$ cat config.mk
export PLATFORM = sky130hd
export DESIGN_NAME = fingerprint_command_frame_builder
export DESIGN_NICKNAME = d
export VERILOG_FILES = /design/src/sv/fcfb_pkg.sv /design/src/sv/fcfb_front.sv /design/src/sv/fcfb_queue.sv /design/src/sv/fcfb_back.sv /design/src/sv/fingerprint_command_frame_builder.sv
export SDC_FILE = /design/constraint.sdc
export NUM_CORES = 1
export LEC_CHECK = 0
export BUFFER_PORTS_ARGS = -buffer_cell sky130_fd_sc_hd__buf_4
export CORE_ASPECT_RATIO = 1.4
export CORE_MARGIN = 2
export CORE_UTILIZATION = 55
export CTS_BUF_LIST = sky130_fd_sc_hd__clkbuf_8
export CTS_CLUSTER_SIZE = 28
export DETAILED_ROUTE_END_ITERATION = 16
export PLACE_DENSITY = 0.73
export RECOVER_POWER = 25
export REMOVE_ABC_BUFFERS = 1
export SYNTH_ARGS = -nofsm -noshare
export SYNTH_HDL_FRONTEND = slang
export SYNTH_SLANG_ARGS = --single-unit
$ cat constraint.sdc
create_clock -name i_clk -period 6.3 [get_ports i_clk]
set_input_delay 1.26 -clock i_clk [delete_from_list [all_inputs] [get_ports i_clk]]
set_output_delay 1.26 -clock i_clk [all_outputs]
set_load 0.05 [all_outputs]
$ cat src/sv/fcfb_pkg.sv
// ----------------------------------------------------------------------------
// fcfb_pkg
// Types and constants shared by the command frame builder modules.
// ----------------------------------------------------------------------------
package fcfb_pkg;

    localparam int QDEPTH = 4;
    localparam int QPTR_W = 2;
    localparam int QCNT_W = 3;

    localparam logic [7:0] CFG_START_CODE     = 8'd0;
    localparam logic [7:0] CFG_DEVICE_ADDRESS = 8'd1;

    localparam logic [15:0] LEN_OVERHEAD = 16'd2;

    typedef struct packed {
        logic [7:0] payload_byte;
        logic [7:0] packet_type;
        logic [8:0] payload_len;
        logic       first_byte;
        logic       last_byte;
    } t_in_item;

    typedef struct packed {
        logic [7:0] frame_byte;
        logic       frame_end;
    } t_out_item;

    typedef struct packed {
        logic [7:0]  data;
        logic [7:0]  ptype;
        logic [15:0] len;
        logic [15:0] csum;
        logic        first;
        logic        last;
    } t_cmd;

    typedef struct packed {
        logic valid;
        logic ready;
    } t_qstat;

endpackage

$ cat src/sv/fcfb_front.sv
// ----------------------------------------------------------------------------
// fcfb_front
// Accepts requests, forms the length field and keeps the running checksum.
// ----------------------------------------------------------------------------
module fcfb_front import fcfb_pkg::*; #(
    parameter int MAX_PAYLOAD = 256
) (
    input  logic     i_clk,
    input  logic     i_rst_n,
    input  logic     i_in_valid,
    output logic     o_in_ready,
    input  t_in_item i_in_item,
    input  logic     i_q_ready,
    output logic     o_push,
    output t_cmd     o_cmd
);

    localparam logic [15:0] MaxLen = 16'(MAX_PAYLOAD);

    logic [15:0] r_sum;
    logic [15:0] n_sum;
    logic [15:0] plen;
    logic [15:0] len;
    logic [15:0] base;
    logic [15:0] csum;

    assign o_in_ready = i_q_ready;
    assign o_push     = i_in_valid && i_q_ready;

    always_comb begin
        plen = {7'd0, i_in_item.payload_len};
        if (plen > MaxLen) begin
            plen = MaxLen;
        end
        len  = plen + LEN_OVERHEAD;
        base = i_in_item.first_byte
             ? ({8'd0, i_in_item.packet_type} + {8'd0, len[15:8]} + {8'd0, len[7:0]})
             : r_sum;
        csum = base + {8'd0, i_in_item.payload_byte};
        n_sum = r_sum;
        if (o_push) begin
            n_sum = i_in_item.last_byte ? 16'd0 : csum;
        end
    end

    always_comb begin
        o_cmd.data  = i_in_item.payload_byte;
        o_cmd.ptype = i_in_item.packet_type;
        o_cmd.len   = len;
        o_cmd.csum  = csum;
        o_cmd.first = i_in_item.first_byte;
        o_cmd.last  = i_in_item.last_byte;
    end

    always_ff @(posedge i_clk) begin
        if (!i_rst_n) begin
            r_sum <= 16'd0;
        end else begin
            r_sum <= n_sum;
        end
    end

`ifndef SYNTH
    a_sum_clear: assert property (@(posedge i_clk) disable iff (!i_rst_n)
        (o_push && i_in_item.last_byte) |=> (r_sum == 16'd0))
        else $error("checksum not cleared after last byte");
    a_sum_hold: assert property (@(posedge i_clk) disable iff (!i_rst_n)
        !o_push |=> $stable(r_sum))
        else $error("checksum changed without a request");
    a_sum_next: assert property (@(posedge i_clk) disable iff (!i_rst_n)
        (o_push && !i_in_item.last_byte) |=> (r_sum == $past(csum)))
        else $error("checksum not carried forward");
`endif

endmodule

$ cat src/sv/fcfb_queue.sv
// ----------------------------------------------------------------------------
// fcfb_queue
// Short queue of classified requests between the front and back parts.
// ----------------------------------------------------------------------------
module fcfb_queue import fcfb_pkg::*; (
    input  logic   i_clk,
    input  logic   i_rst_n,
    input  logic   i_push,
    input  t_cmd   i_cmd,
    input  logic   i_pop,
    output t_cmd   o_cmd,
    output t_qstat o_stat
);

    t_cmd              r_mem [QDEPTH];
    logic [QPTR_W-1:0] r_wr_ptr;
    logic [QPTR_W-1:0] r_rd_ptr;
    logic [QCNT_W-1:0] r_count;
    logic [QCNT_W-1:0] n_count;

    assign o_stat.valid = (r_count != '0);
    assign o_stat.ready = (r_count != QCNT_W'(QDEPTH));
    assign o_cmd        = r_mem[r_rd_ptr];

    always_comb begin
        n_count = r_count;
        case ({i_push, i_pop})
            2'b10:   n_count = r_count + 1'b1;
            2'b01:   n_count = r_count - 1'b1;
            default: n_count = r_count;
        endcase
    end

    always_ff @(posedge i_clk) begin
        if (i_push) begin
            r_mem[r_wr_ptr] <= i_cmd;
        end
    end

    always_ff @(posedge i_clk) begin
        if (!i_rst_n) begin
            r_wr_ptr <= '0;
            r_rd_ptr <= '0;
            r_count  <= '0;
        end else begin
            if (i_push) begin
                r_wr_ptr <= r_wr_ptr + 1'b1;
            end
            if (i_pop) begin
                r_rd_ptr <= r_rd_ptr + 1'b1;
            end
            r_count <= n_count;
        end
    end

`ifndef SYNTH
    a_no_overflow: assert property (@(posedge i_clk) disable iff (!i_rst_n)
        i_push |-> o_stat.ready)
        else $error("push into a full queue");
    a_no_underflow: assert property (@(posedge i_clk) disable iff (!i_rst_n)
        i_pop |-> o_stat.valid)
        else $error("pop from an empty queue");
    a_ptr_gap: assert property (@(posedge i_clk) disable iff (!i_rst_n)
        QPTR_W'(r_wr_ptr - r_rd_ptr) == r_count[QPTR_W-1:0])
        else $error("queue pointers disagree with fill count");
`endif

endmodule

$ cat src/sv/fcfb_back.sv
// ----------------------------------------------------------------------------
// fcfb_back
// Sequences header, payload and checksum bytes into the output register.
// ----------------------------------------------------------------------------
module fcfb_back import fcfb_pkg::*; (
    input  logic      i_clk,
    input  logic      i_rst_n,
    input  logic [15:0] i_start_code,
    input  logic [31:0] i_device_address,
    input  t_qstat    i_qstat,
    input  t_cmd      i_cmd,
    output logic      o_pop,
    output logic      o_out_valid,
    input  logic      i_out_ready,
    output t_out_item o_out_item
);

    localparam logic [3:0] STEP_SC_HI  = 4'd0;
    localparam logic [3:0] STEP_SC_LO  = 4'd1;
    localparam logic [3:0] STEP_AD_3   = 4'd2;
    localparam logic [3:0] STEP_AD_2   = 4'd3;
    localparam logic [3:0] STEP_AD_1   = 4'd4;
    localparam logic [3:0] STEP_AD_0   = 4'd5;
    localparam logic [3:0] STEP_TYPE   = 4'd6;
    localparam logic [3:0] STEP_LEN_HI = 4'd7;
    localparam logic [3:0] STEP_LEN_LO = 4'd8;
    localparam logic [3:0] STEP_DATA   = 4'd9;
    localparam logic [3:0] STEP_CS_HI  = 4'd10;
    localparam logic [3:0] STEP_CS_LO  = 4'd11;

    logic       r_busy;
    logic [3:0] r_step;
    t_cmd       r_cmd;
    logic       r_out_valid;
    t_out_item  r_out;

    t_cmd       cur;
    logic [3:0] cur_step;
    logic [3:0] next_step;
    logic       done;
    logic       have;
    logic       adv;
    logic [7:0] byte_val;

    assign adv  = !r_out_valid || i_out_ready;
    assign have = r_busy || i_qstat.valid;
    assign cur  = r_busy ? r_cmd : i_cmd;
    assign cur_step = r_busy ? r_step : (i_cmd.first ? STEP_SC_HI : STEP_DATA);
    assign o_pop = adv && !r_busy && i_qstat.valid;

    always_comb begin
        unique case (cur_step)
            STEP_SC_HI:  byte_val = i_start_code[15:8];
            STEP_SC_LO:  byte_val = i_start_code[7:0];
            STEP_AD_3:   byte_val = i_device_address[31:24];
            STEP_AD_2:   byte_val = i_device_address[23:16];
            STEP_AD_1:   byte_val = i_device_address[15:8];
            STEP_AD_0:   byte_val = i_device_address[7:0];
            STEP_TYPE:   byte_val = cur.ptype;
            STEP_LEN_HI: byte_val = cur.len[15:8];
            STEP_LEN_LO: byte_val = cur.len[7:0];
            STEP_DATA:   byte_val = cur.data;
            STEP_CS_HI:  byte_val = cur.csum[15:8];
            STEP_CS_LO:  byte_val = cur.csum[7:0];
            default:     byte_val = 8'd0;
        endcase
    end

    always_comb begin
        done      = 1'b0;
        next_step = cur_step + 4'd1;
        unique case (cur_step)
            STEP_DATA:  done = !cur.last;
            STEP_CS_LO: done = 1'b1;
            default:    done = 1'b0;
        endcase
    end

    always_ff @(posedge i_clk) begin
        if (adv && have) begin
            r_out.frame_byte <= byte_val;
            r_out.frame_end  <= (cur_step == STEP_CS_LO);
            r_cmd            <= cur;
            r_step           <= next_step;
        end
    end

    always_ff @(posedge i_clk) begin
        if (!i_rst_n) begin
            r_busy      <= 1'b0;
            r_out_valid <= 1'b0;
        end else if (adv) begin
            r_out_valid <= have;
            if (have) begin
                r_busy <= !done;
            end
        end
    end

    assign o_out_valid = r_out_valid;
    assign o_out_item  = r_out;

`ifndef SYNTH
    a_step_range: assert property (@(posedge i_clk) disable iff (!i_rst_n)
        r_busy |-> (r_step != STEP_SC_HI && r_step <= STEP_CS_LO))
        else $error("sequencer step out of range");
    a_end_marks: assert property (@(posedge i_clk) disable iff (!i_rst_n)
        (adv && have) |=> (o_out_item.frame_end == ($past(cur_step) == STEP_CS_LO)))
        else $error("frame end marker on the wrong byte");
    a_no_pop_busy: assert property (@(posedge i_clk) disable iff (!i_rst_n)
        r_busy |-> !o_pop)
        else $error("queue popped while a request is in progress");
`endif

endmodule

$ cat src/sv/fingerprint_command_frame_builder.sv
// ----------------------------------------------------------------------------
// fingerprint_command_frame_builder
// Builds sensor command frames: header, payload bytes and 16-bit checksum.
// ----------------------------------------------------------------------------
// Channel  Direction  Handshake                 Payload
// in       input      i_in_valid / o_in_ready   i_in_item (t_in_item)
// out      output     o_out_valid / i_out_ready o_out_item (t_out_item)
// cfg      input      i_cfg_valid / o_cfg_ready i_cfg_index, i_cfg_data
//
// One output byte leaves per cycle from the back sequencer unless the output
// stalls: a data byte, plus 9 header bytes if first and 2 csum bytes if last.
// Mid-frame payload requests flow at one per cycle unless the output stalls.
// A four-entry queue lets the input side run ahead of output stalls.
// Reset is synchronous and active low; it restores the register defaults.
// ----------------------------------------------------------------------------
module fingerprint_command_frame_builder import fcfb_pkg::*; #(
    parameter int MAX_PAYLOAD = 256
) (
    input  logic        i_clk,
    input  logic        i_rst_n,
    input  logic        i_in_valid,
    output logic        o_in_ready,
    input  t_in_item    i_in_item,
    output logic        o_out_valid,
    input  logic        i_out_ready,
    output t_out_item   o_out_item,
    input  logic        i_cfg_valid,
    output logic        o_cfg_ready,
    input  logic [7:0]  i_cfg_index,
    input  logic [31:0] i_cfg_data
);

    logic [15:0] r_start_code;
    logic [31:0] r_device_address;

    logic   push;
    logic   pop;
    t_cmd   push_cmd;
    t_cmd   head_cmd;
    t_qstat qstat;

    assign o_cfg_ready = 1'b1;

    always_ff @(posedge i_clk) begin
        if (!i_rst_n) begin
            r_start_code     <= 16'hEF01;
            r_device_address <= 32'hFFFF_FFFF;
        end else if (i_cfg_valid) begin
            if (i_cfg_index == CFG_START_CODE) begin
                r_start_code <= i_cfg_data[15:0];
            end
            if (i_cfg_index == CFG_DEVICE_ADDRESS) begin
                r_device_address <= i_cfg_data;
            end
        end
    end

    fcfb_front #(
        .MAX_PAYLOAD(MAX_PAYLOAD)
    ) u_front (
        .i_clk      (i_clk),
        .i_rst_n    (i_rst_n),
        .i_in_valid (i_in_valid),
        .o_in_ready (o_in_ready),
        .i_in_item  (i_in_item),
        .i_q_ready  (qstat.ready),
        .o_push     (push),
        .o_cmd      (push_cmd)
    );

    fcfb_queue u_queue (
        .i_clk   (i_clk),
        .i_rst_n (i_rst_n),
        .i_push  (push),
        .i_cmd   (push_cmd),
        .i_pop   (pop),
        .o_cmd   (head_cmd),
        .o_stat  (qstat)
    );

    fcfb_back u_back (
        .i_clk            (i_clk),
        .i_rst_n          (i_rst_n),
        .i_start_code     (r_start_code),
        .i_device_address (r_device_address),
        .i_qstat          (qstat),
        .i_cmd            (head_cmd),
        .o_pop            (pop),
        .o_out_valid      (o_out_valid),
        .i_out_ready      (i_out_ready),
        .o_out_item       (o_out_item)
    );

endmodule
# Word level (Yosys, flattened, before mapping)
# Memory sizes are Yosys's and may differ from the RTL's. A register that Yosys moved wholly into a read port is not among the register bits.
# Cells that the tools add are included.
[word_totals] register_bits=136 ramBits=176 in_bits=72 out_inout_bits=12 word_cells=75 n_memories=1
[memory_table] name="u_queue.r_mem" depth=4 width=44 read_ports=1 rd_ports_with_merged_regs=1 wr=1 line="fcfb_queue.sv:15" rtl="t_cmd r_mem [QDEPTH];"
[op_classes] n_addsub=9 n_lt_le_gt_ge=1 n_eq_ne=15 n_mux=13 bitwise=1 reduce_logical=18
[op_table] cell="$pmux 8 s12" count=1
[op_table] cell="$mux 50" count=1
[op_table] cell="$add 16x8->16" count=2
[op_table] cell="$mux 16" count=2
[op_table] cell="$eq 4x3->1 const B" count=4
[op_table] cell="$eq 4x4->1 const B" count=4
[op_table] cell="$add 9x2->10 const B" count=1
[op_table] cell="$add 8x8->9" count=1
[op_table] cell="$gt 9x9->1 const B" count=1
[op_table] cell="$mux 9" count=1
[op_table] cell="$eq 4x2->1 const B" count=2
[op_table] cell="$eq 8x1->1 const B" count=1
[op_table] cell="$logic_not 8->1" count=1
[op_table] cell="$mux 4" count=2
[op_table] cell="$reduce_and 2->1" count=4
[op_table] cell="$pmux 3 s2" count=1
[op_table] cell="$add 2x1->2 const B" count=2
[op_table] cell="$add 4x1->4 const B" count=1
[op_table] cell="$eq 4x1->1 const B" count=1
[op_table] cell="$logic_and 1x1->1" count=4
[op_table] cell="$logic_not 1->1" count=4
[op_table] cell="$logic_not 4->1" count=1
[op_table] cell="$mux 2" count=2
[op_table] cell="$add 3x1->3 const B" count=1
[op_table] cell="10 further kinds" count=12

# Longest topological paths before layout
# Gate-level depths: netlist (run 1).
[logic_depth] word_depth=8 ltp_mapped=21 ltp_nobuf=21

# Modules after synthesis
# From an unflattened synthesis (run 1), not the netlist that was laid out.
[hier_totals] cells_unflattened=1026 area_unflattened_um2=15347.2
[by_module_without_submodules] module="fcfb_queue" instances=1 cells_each=308 area_each_um2=7722.4 seq_area_each_um2=6185.9
[by_module_without_submodules] module="fcfb_back" instances=1 cells_each=243 area_each_um2=3463.3 seq_area_each_um2=1901.8
[by_module_without_submodules] module="fcfb_front" instances=1 cells_each=264 area_each_um2=2154.6 seq_area_each_um2=320.3
[by_module_without_submodules] module="fingerprint_command_frame_builder" instances=1 cells_each=211 area_each_um2=2006.9 seq_area_each_um2=960.9

# Least setup slack after synthesis (run 1)
# OpenSTA, ideal clock, no wires.
[synth_path] kind="input-to-reg" startpoint="in i_in_item[10] (netlist name)" endpoint="mem u_queue.r_mem[0][14] (netlist name), data pin" setup_time_ps=180 arrival_ps=5674 required_time_ps=6120 path_slack_ps=446 cell_stages=20 n_path_buf=0 cell_sequence="nand2b_1 > inv_1 > and3_1 > a31o_2 > ha_1 > fa_1 > xor2_1 > ha_1 > o21ai_1 > o21bai_1 > a21oi_1 > o21ai_0 > xnor2_1 > mux2_2 > ha_1 > o21ai_0 > a32oi_1 > nand3_1 > or4_1 > a21oi_1"
[synth_rtl] item="from (decl)" line="fingerprint_command_frame_builder.sv:23" rtl="input t_in_item i_in_item,"
[synth_rtl] item="to (decl)" line="fcfb_queue.sv:15"

==> results by group, run 1 <==
Floorplanning
  – Starting Density: 55.4%
  – Die area: 26700 um^2
  – Core region area: 25200 um^2
  – Std-Cell Rows: a little under 70
  – Die Ht: 193 um
  – IO Count: 84
  – Chip Width: approximately 140 um

Timing
  – Tcrit/Tclk final: 91.2%
  – RSZ-0062 raised after global routing: no
  – Final setup violation count: 0
  – Clk_skew: 0.0258 ns
  – Slew @ Worst Pin: 3.43 ns
  – Final hold vios: 0
  – Setup TNS: 0 ns
  – Rel. slew slack: -128%
  – Max Slew Vio Count: 273
  – FMAX: 174 MHz
  – Fin crit period: 5.74 ns

GRT
  – Largest net degree at the start of global routing: 63
  – Vias in the first global route: roughly 9000
  – Antenna violations before repair: 0
  – First-pass GRT wire length: a little under 50 mm
  – Overflow after GRT: 0
  – Total track usage: a little under a quarter

Yosys
  – Ys Warns: 0
  – Distinct cell type count after synthesis: 67
  – Post-Syn Instances: 1097
  – Top_reg_cell synth: edfxtp_1
  – Sequential area share after synthesis: 61.9%
  – Post-Syn Area: 14000 um^2
  – Yosys top cell by area: edfxtp_1
  – Top cell type's share of synthesized area: about 51%
  – Seq cells post-synth: 313
  – Synthesized area per cell: 12.7 um^2
  – Async SR Flop Fraction: 0%
  – Post-synth EDFFs: 238
  – Top post-synthesis cells by area: edfxtp_1, dfxtp_1, nand2_1

Placed design
  – Port Buffers: 82
  – Post-Place Cells: roughly 1500
  – DP HPWL: 20.5 mm
  – Routability cong.: 0.877

Finish
  – Area Overhead vs Synth: 11.9%
  – Antenna diode count: 0
  – Post-route non-filler standard cell count: 1538
  – Nets: 1290
  – Layout cells sized above 1: 15.2%
  – Fillers: approximately 2000

Clock network
  – CTS buffer count: 45
  – Later-pin clock latency in the skew report: 0.58 ns
  – Clock Path Buffers: 3
  – CTS Sinks: 313
  – CTS tree: done
  – Post-CTS Setup Inserts: 0
  – Post-cts hold buffer count: 0
  – Reg clk slew, reported paths: roughly 0.060 ns
  – H-tree lvl count: 2
  – CTS root buffer: clkbuf_8
  – Post-CTS sizing: 0

Worst setup path
  – Element type at the critical path end: flop
  – CP startpoint kind: input port
  – Critical path class: input port to flop
  – CP Data Required Time: 6.66 ns
  – WP data arrival: 6.11 ns
  – Worst-path fanout max: 8

Power and ir drop
  – Worst vdd ir: 325 uV
  – PD cells: 414 nW/um^2
  – Leakage Power: 5.80 nW

Hold path
  – HP Class: flop to flop

Detailed routing
  – Vias: 9064
  – Routed WL per cell: slightly above 20 um
  – DRC: 0
  – Initial DRC count: 768
  – Final WL: 31.2 mm
  – Via/cell ratio: approximately 5.9
  – Final ANT Viol Nets: 0
  – Drt pass-1 iters: 5

Flow run
  – MaxCap Viol Count: 6

Outcome
  – Status: complete, but fails checks
  – Violated checks: max-capacitance violations, max-slew violations
## registers in the layout, summed over array words and instances (netlist names), named ones only
register            count
u_queue.r_wr_ptr        2
u_back.r_busy           1
r_device_address       32
r_start_code           16
u_queue.r_mem         176
u_queue.r_rd_ptr        2
u_front.r_sum          16
u_back.r_cmd           49
u_back.o_out_item       9
u_back.r_step           4
u_back.o_out_valid      1
u_queue.r_count         3
## cell type report
cell class              count  area, um^2  area share (%)
flip-flops and latches    313        8650            55.3
multi-input cells         702        5000            32.0
clock buffers              52         716            4.58
repair buffers             95         619            3.96
well taps                 319         399            2.55
clock inverters            29         143           0.913
inverters                  28         105           0.672
## metal layers
layer	global-route usage [%]	wire length [um]	part of all wire [%]
met5	0	0	0
met4	8.74	962	3.1
met3	3.65	1550	5.0
met2	41.9	15900	51
met1	29.0	12800	41
## critical path, cell delays in order
cell and delay, ns:
buf_4 0.12, nand2b_1 0.12, inv_1 0.09, and3_1 0.23
a31o_2 0.29, ha_1 0.21, fa_1 0.45, xor2_1 0.19
ha_1 0.27, a211oi_1 0.25, o21bai_1 0.13, a21oi_1 0.33
o21ai_0 0.16, xnor2_1 0.14, mux2_2 0.26, ha_1 0.38
o21ai_0 0.12, a32oi_1 0.22, nand3_1 0.17, or4_1 0.42
a21oi_1 0.26
## path summary, 6_finish.rpt
check / startpoint / end / slack, ns / depth (start not counted)
min reg2reg: u_front.r_sum[7] / u_front.r_sum[7] / 0.45 / 2
max: i_in_item[10] / u_queue.r_mem[0][14] / 0.56 / 21
max reg2reg: u_back.r_busy / u_back.o_out_item[8] / 1.11 / 9
min: u_front.r_sum[7] / u_front.r_sum[7] / 0.45 / 2
## cell usage after synthesis, drive strengths merged (2+ instances only)
master / count
edfxtp: 238
nand2: 211
dfxtp: 75
nand3: 53
nor2: 45
clkbuf: 43
mux4: 36
mux2i: 34
a21oi: 29
ha: 29
inv: 27
o21ai: 26
xnor2: 21
a22oi: 20
buf: 16
mux2: 16
o32ai: 14
nor2b: 13
xor2: 13
and2: 11
a222oi: 10
a22o: 10
a21o: 9
nor3: 8
and3: 7
nand2b: 7
a221oi: 6
and4b: 6
nand4: 6
or3: 6
o21bai: 5
fa: 4
nor3b: 4
nor4: 4
o211ai: 4
a211oi: 3
a31oi: 3
a2bb2oi: 2
conb: 2
o31ai: 2
or4: 2
## placed cells by master, fill, tap and decap left out, drive strengths merged, types with 3 or more instances in the layout
cell	count
nor3	8
nor3b	4
nand2	211
nand3	53
dfxtp	75
mux2i	34
a21oi	29
o32ai	14
conb	7
nand2b	7
and3	7
xor2	13
clkinv	14
a222oi	10
nor2b	13
a211oi	3
a221oi	6
edfxtp	238
inv	41
o21ai	26
o21bai	5
o211ai	4
or3	6
a22oi	20
mux4	36
nor2	45
fa	4
a21o	9
mux2	16
ha	29
a31oi	3
a22o	10
and4b	6
clkbuf	77
nand4	6
nor4	4
buf	70
xnor2	21
and2	11
## metrics by stage
| step | hold WS, ns | setup WS [ns] | total power, W | instance area [um^2] | utilization, % |
|---|---|---|---|---|---|
| 6_report | 0.454 | 0.556 | 0.00647 | 15600 | 62.0 |
| 3_3_place_gp | 0.443 | 0.130 | 0.00490 | 14900 | 59.0 |
| 4_1_cts | 0.454 | 0.655 | 0.00648 | 15700 | 62.4 |
| 2_1_floorplan | 0.429 | 0.446 | 0.00432 | 13700 | - |
| 5_1_grt | 0.474 | 0.218 | 0.00678 | 15600 | 62.0 |
| 3_5_place_dp | 0.445 | 0.0882 | 0.00495 | 14900 | 59.0 |
## logic make-up (layout without fill, tap and decap cells)
family,after synthesis,after routing,share of synthesized area (%)
AO/OA/AOI/OAI,154,154,7.90
XOR/XNOR,34,34,2.13
adder cells (fa/ha/maj),33,33,3.17
buffers and inverters,87,204,2.54
flip-flops,313,313,61.9
multiplexers,86,86,9.66
other,2,7,0.0538
AND/OR/NAND/NOR,388,388,12.6
## report_power, final
group / internal (W) / leakage (nW) / total, W / switching, W
registers: 0.00282 / 2.84 / 0.00299 / 0.000166
clock network: 0.000791 / 0.490 / 0.00154 / 0.000745
logic: 0.000695 / 2.47 / 0.00194 / 0.00125
Note: power is estimated with default switching activity, not from simulation.
==> run 2: changes to the inputs <==
--- a/config.mk
+++ b/config.mk
@@ -12,9 +12,10 @@
 export CTS_BUF_LIST = sky130_fd_sc_hd__clkbuf_8
 export CTS_CLUSTER_SIZE = 28
 export DETAILED_ROUTE_END_ITERATION = 16
-export PLACE_DENSITY = 0.73
+export PLACE_DENSITY = 0.76
 export RECOVER_POWER = 25
 export REMOVE_ABC_BUFFERS = 1
 export SYNTH_ARGS = -nofsm -noshare
 export SYNTH_HDL_FRONTEND = slang
 export SYNTH_SLANG_ARGS = --single-unit
+export TNS_END_PERCENT = 10
==> constraint.sdc (replaced) <==
create_clock -name i_clk -period 4.65 [get_ports i_clk]
set_input_delay 0.93 -clock i_clk [delete_from_list [all_inputs] [get_ports i_clk]]
set_output_delay 0.93 -clock i_clk [all_outputs]
set_load 0.05 [all_outputs]
==> run 2 against run 1 <==
Against the previous run: the flow still finishes with violations (max-capacitance violations, max-slew violations); critical path type unchanged; clock power is 48% higher; combinational power is 45% higher; worst hold slack better by 0.011 ns; global-route usage is 1.2 points higher; worst setup slack worse by 0.45 ns.
==> results by group, run 2 (synthesis results as in run 1) <==
Outcome
  – Status: complete, but fails checks
  – Violated checks: max-capacitance violations, max-slew violations

Placed design
  – Post-Place Cells: approximately 1500
  – Routability cong.: 0.848
  – Pre-CTS setup slack: -0.860 ns
  – DP HPWL: approximately 22 mm
  – Port Buffers: 82

Finish
  – Area Overhead vs Synth: 18.1%
  – Layout cells sized above 1: 23.1%
  – Antenna diode count: 0
  – Commonest non-fill, non-tap cell in the layout: edfxtp_1
  – Top flop regs: u_queue.r_mem (176), u_back.r_cmd (49), r_device_address (32)
  – Nets: 1367
  – Max reg flops: around 180
  – Most frequent cells in the layout: edfxtp_1, nand2_1, buf_4
  – Fillers: roughly 1800
  – Biggest register: u_queue.r_mem
  – Post-route non-filler standard cell count: 1619

Worst setup path
  – FF-to-FF path depth: 11
  – WP data arrival: around 5 ns
  – Element type at the critical path end: flop
  – CP Data Required Time: 5.14 ns
  – Crit path to: u_front.r_sum[13]
  – Launch point of the worst reg-to-reg path: u_queue.r_mem[0][1]
  – CP startpoint kind: input port
  – Worst-path fanout max: 4
  – Critical path class: input port to flop
  – Capturing point of the worst reg2reg path: u_back.o_out_item[8]
  – Flop2flop setup slack: 1.04 ns
  – CP Launch Point: i_in_item[10]

Clock network
  – CTS tree: done
  – H-tree lvl count: 2
  – Reg clk slew, reported paths: 0.07 ns
  – Later-pin clock latency in the skew report: ~0.58 ns
  – CTS root buffer: clkbuf_8
  – CTS Sinks: ~310
  – CTS buffer count: 46
  – Post-cts hold buffer count: 0
  – Clock Path Buffers: 3

Detailed routing
  – Via/cell ratio: 5.86
  – Drt pass-1 iters: 5
  – Routed WL per cell: just over 20 um
  – Vias: 9495
  – Final WL: 32.8 mm
  – Initial DRC count: 781
  – Final ANT Viol Nets: 0
  – DRC: 0

Timing
  – Setup TNS: 0 ns
  – Slew @ Worst Pin: 1.50 ns
  – Final setup violation count: 0
  – Tcrit/Tclk final: 97.8%
  – Hold WS: about 0.47 ns
  – Fin crit period: 4.55 ns
  – Clk_skew: 0.0258 ns
  – Rel. slew slack: -0.198%
  – FMAX: 220 MHz
  – Min setup slack post-route: 0.104 ns
  – Final hold vios: 0
  – Max Slew Vio Count: 29

GRT
  – First-pass GRT wire length: 51.7 mm
  – Largest net degree at the start of global routing: 83
  – Antenna violations before repair: 0
  – Overflow after GRT: 0
  – Total track usage: between 20% and 30%
  – Vias in the first global route: 9558

Floorplanning
  – Die area: between 20000 and 30000 um^2
  – Core region area: 25200 um^2
  – Chip Width: roughly 140 um
  – Die Ht: 193 um
  – Std-Cell Rows: between 60 and 70
  – IO Count: 84
  – Starting Density: 55.4%

Power and ir drop
  – PD cells: roughly 550 nW/um^2
  – Leakage Power: 6.26 nW
  – Worst vdd ir: 455 uV
  – Total Power: 0.00914 W

Flow run
  – MaxCap Viol Count: 1

Hold path
  – HP Class: flop to flop
## run 2: cell types whose count changed in the layout (fill, tap and decap cells not counted), sizes merged
cell	change
buf	+71
clkinv	-6
inv	+4
clkbuf	+12
## run 2: where the power goes
group,internal [W],switching (W),leakage (nW)
logic,0.00107,0.00175,2.86
registers,0.00382,0.000216,2.84
clock network,0.00121,0.00107,0.560
## run 2: worst min path at each step
| stage | startpoint | to | slack, ns | cells past startpoint |
|---|---|---|---|---|
| final | u_front.r_sum[15] | u_front.r_sum[15] | 0.47 | 2 |
| after detailed placement | u_front.r_sum[15] | u_front.r_sum[15] | 0.46 | 2 |
| after global placement | r_device_address[17] | r_device_address[17] | 0.45 | 2 |
| after global routing | r_device_address[22] | r_device_address[22] | 0.49 | 2 |
| after floorplan | u_front.r_sum[7] | u_front.r_sum[7] | 0.43 | 2 |
| after CTS | u_front.r_sum[15] | u_front.r_sum[15] | 0.47 | 2 |
## run 2: timing repair
item / 4_1_cts / 5_1_grt
pin swaps: 7 / 22
buffers inserted: 2 / 4
setup endpoints to repair: 43 / 50
endpoints found under the hold margin: 0 / 0
resized for setup: 16 / 23
## run 2: area by class of cell
cell class	instances	area (um^2)	area share [%]
sequential	313	8650	52.4
multi-input combinational	702	5200	31.5
timing repair buffer	171	1170	7.12
clock buffer	59	812	4.92
tap	319	399	2.42
clock inverter	27	159	0.963
inverter	28	105	0.637
## run 2: per-stage QoR
stage          util, %  cell area, um^2
2_1_floorplan        -            13700
3_3_place_gp      61.1            15400
3_5_place_dp      61.1            15400
4_1_cts           65.3            16500
5_1_grt           65.5            16500
6_report          65.5            16500
## run 2: worst max-delay path, stage by stage
cell and delay [ns]:
buf_4 0.08, nand2b_4 0.11, inv_2 0.03, and3_4 0.14, a31o_4 0.23, ha_4 0.16, fa_2 0.58, inv_1 0.07
fa_2 0.37, nor2b_4 0.16, nor3_4 0.05, o21bai_1 0.15, a21oi_2 0.08, xnor2_1 0.14, mux2_4 0.28, ha_4 0.27
buf_4 0.12, nand4_1 0.11, a21oi_2 0.15, o21bai_1 0.09, or4b_1 0.51, a31oi_1 0.19
## run 2: per-layer routing
| layer | global-route usage, % | up-vias | share of wire [%] |
|---|---|---|---|
| met5 | 0 | - | 0 |
| met4 | 12.8 | 0 | 4.8 |
| met3 | 3.72 | 96 | 5.1 |
| met2 | 43.4 | 324 | 51 |
| met1 | 29.8 | 4640 | 39 |
| li1 | - | 4435 | - |
==> run 3: changes to the inputs <==
--- a/config.mk
+++ b/config.mk
@@ -5,7 +5,7 @@
 export SDC_FILE = /design/constraint.sdc
 export NUM_CORES = 1
 export LEC_CHECK = 0
-export BUFFER_PORTS_ARGS = -buffer_cell sky130_fd_sc_hd__buf_4
+export BUFFER_PORTS_ARGS = -buffer_cell sky130_fd_sc_hd__buf_2
 export CORE_ASPECT_RATIO = 1.4
 export CORE_MARGIN = 2
 export CORE_UTILIZATION = 55
==> run 3 against run 2 <==
Against the previous run: the run now ends clean; register-to-register slack improved by 0.09 ns; clock-buffer cell count fell by 9; clock skew rose by 0.0017 ns; routed wire length fell by 1.6%; final cell count fell by 0.31%; sequential share of layout area rose by 0.48 points; worst hold slack got worse by 0.0017 ns; via count barely moved; critical path depth fell by 4; global-route usage fell by 0.74 points; critical path type unchanged; largest cell class unchanged; highest routed layer unchanged.
==> results by group, run 3 (synthesis results as in run 1) <==
Power and ir drop
  – Switching part of the total: 33.2%
  – Seq pwr share: between 40 and 50%
  – Clock Power Share: around 24%
  – Internal: 0.00602 W
  – Combinational share of power: 30.9%
  – Sw power: 0.00299 W
  – Worst vdd ir: 382 uV
  – Leakage Power: 6.25 nW
  – PD cells: 551 nW/um^2

Worst setup path
  – Crit-path cells: buf_2, nand2b_4, inv_1, and3_4, a31o_4, ha_4, fa_2, inv_1, fa_2, a21oi_1, inv_1, fa_1, nor2b_4, o2111ai_4, a32oi_2, nand3_1, or4_1, a21oi_2
  – CP Launch Point: i_in_item[10]
  – Flop2flop setup slack: 1.13 ns
  – Capturing point of the worst reg2reg path: u_back.o_out_item[8]
  – CP peak stage delay: 0.55 ns
  – Launch point of the worst reg-to-reg path: u_queue.r_mem[2][1]
  – Most used cell, CP: inv_1
  – Critical Path Slowest Stage Cell: fa_2
  – Critical path class: input port to flop
  – Element type at the critical path end: flop
  – CP Buf/Inv Count: 4
  – WP data arrival: 4.95 ns
  – Crit path to: u_queue.r_mem[3][14]
  – CP startpoint kind: input port
  – Crit-path leading delay family: adder cells
  – FF-to-FF path depth: 11
  – Worst-path fanout max: 4
  – CP Data Required Time: 5.04 ns
  – CP Depth: 18

Detailed routing
  – Drt pass-1 iters: 5
  – DRC: 0
  – Routed WL per cell: 20.0 um
  – Vias: between 9000 and 10000
  – Via/cell ratio: 5.89
  – Initial DRC count: 843
  – Final WL: 32.3 mm
  – Final ANT Viol Nets: 0

Finish
  – Max reg flops: 176
  – Final Core Density: 64.9%
  – Layout cells sized above 1: 23.7%
  – Commonest non-fill, non-tap cell in the layout: edfxtp_1
  – Nets: 1364
  – Antenna diode count: 0
  – Cell area after layout: 16400 um^2
  – Post-route non-filler standard cell count: 1614
  – Area Overhead vs Synth: 17.1%
  – Most frequent cells in the layout: edfxtp_1, nand2_1, buf_4
  – Biggest register: u_queue.r_mem
  – Top flop regs: u_queue.r_mem (176), u_back.r_cmd (49), r_device_address (32)

Floorplanning
  – Die area: 26700 um^2
  – Chip Width: approximately 140 um
  – Die Ht: 193 um
  – Starting Density: 55.4%
  – Core region area: 25200 um^2
  – Std-Cell Rows: 69
  – IO Count: 84

Clock network
  – Clock Path Buffers: 3
  – CTS tree: done
  – CTS buffer count: between 40 and 50
  – H-tree lvl count: 2
  – CTS Sinks: between 300 and 400
  – Reg clk slew, reported paths: roughly 0.060 ns
  – CTS root buffer: clkbuf_8
  – Later-pin clock latency in the skew report: around 0.57 ns

Timing
  – Fin crit period: 4.56 ns
  – RSZ-0062 raised after global routing: yes
  – Rel. slew slack: 18.9%
  – Tcrit/Tclk final: 98.0%
  – Final setup violation count: 0
  – Clk_skew: around 0.028 ns
  – Min setup slack post-route: ~0.092 ns
  – Slew @ Worst Pin: 1.21 ns
  – Max Slew Vio Count: 0
  – Final hold vios: 0
  – FMAX: 219 MHz
  – Setup TNS: 0 ns

GRT
  – Antenna violations before repair: 0
  – Largest net degree at the start of global routing: 63
  – First-pass GRT wire length: 50.2 mm
  – Overflow after GRT: 0
  – Total track usage: 24.0%
  – Vias in the first global route: 9450

Flow run
  – MaxCap Viol Count: 0

Placed design
  – Port Buffers: 82
  – Pre-CTS setup slack: -0.840 ns
  – Post-Place Cells: 1527
  – DP HPWL: 21.9 mm
  – Cell Area, Placed: 15200 um^2
  – Routability cong.: 0.875

Outcome
  – Status: completed

Hold path
  – HP Class: flop to flop
run 3: cell types whose count changed in the layout (fill, tap and decap cells not counted), sizes merged:
cell,previous run,this run
inv,45,46
bufinv,1,3
clkinv,8,11
buf,141,152
clkbuf,89,67
run 3: worst reg2reg max path, delay by kind of cell (launching register included):
kind | cells | cell delay, ns
buffers and inverters | 1 | 0.14
AND/OR/NAND/NOR | 4 | 0.78
flip-flops | 1 | 0.38
multiplexers | 1 | 0.48
adder cells (fa/ha/maj) | 1 | 0.23
AO/OA/AOI/OAI | 4 | 1.26
run 3: through the flow:
| stage | total power, W | hold slack, ns |
|---|---|---|
| global placement | 0.00671 | 0.449 |
| finish | 0.00902 | 0.464 |
| floorplan | 0.00585 | 0.429 |
| detailed placement | 0.00679 | 0.455 |
| CTS | 0.00898 | 0.465 |
| global route | 0.00944 | 0.490 |
run 3: routing by layer:
layer  global-route usage, %  vias up  part of all wire, %
met2                    41.9      354                   51
met3                    4.19       84                  5.4
met5                       0        -                    0
li1                        -     4413                    -
met4                    11.3        0                  4.3
met1                    29.1     4649                   40
run 3: layout make-up:
type                            count  area [um^2]
Clock buffer                       50          688
Clock inverter                     33          223
Fill cell                        1835         8850
Inverter                           28          105
Multi-Input combinational cell    702         5250
Sequential cell                   313         8650
Tap cell                          319          399
Timing Repair Buffer              169         1040
run 3: worst min-delay path by stage:
stage,from,end,slack [ns],depth (start not counted)
2_1_floorplan,u_front.r_sum[7],u_front.r_sum[7],0.43,2
3_5_place_dp,u_front.r_sum[7],u_front.r_sum[7],0.46,2
5_1_grt,u_front.r_sum[15],u_front.r_sum[15],0.49,2
4_1_cts,u_front.r_sum[7],u_front.r_sum[7],0.47,2
3_3_place_gp,u_front.r_sum[7],u_front.r_sum[7],0.45,2
6_report,u_front.r_sum[15],u_front.r_sum[15],0.46,2
run 3: power groups by stage:
stage          Sequential (W)  Combinational, W  Clock (W)
2_1_floorplan         0.00431           0.00154          0
3_3_place_gp          0.00406           0.00264          0
3_5_place_dp          0.00409           0.00270          0
4_1_cts               0.00403           0.00273    0.00222
5_1_grt               0.00409           0.00303    0.00233
6_report              0.00404           0.00279    0.00219
run 3: repair_timing:
item                                   4_1_cts  5_1_grt
setup buffers                                1        3
pin swaps                                    3       18
setup endpoints to repair                   43       45
endpoints found under the hold margin        0        0
gates resized for setup                     13       32
hold buffers                                 0        0
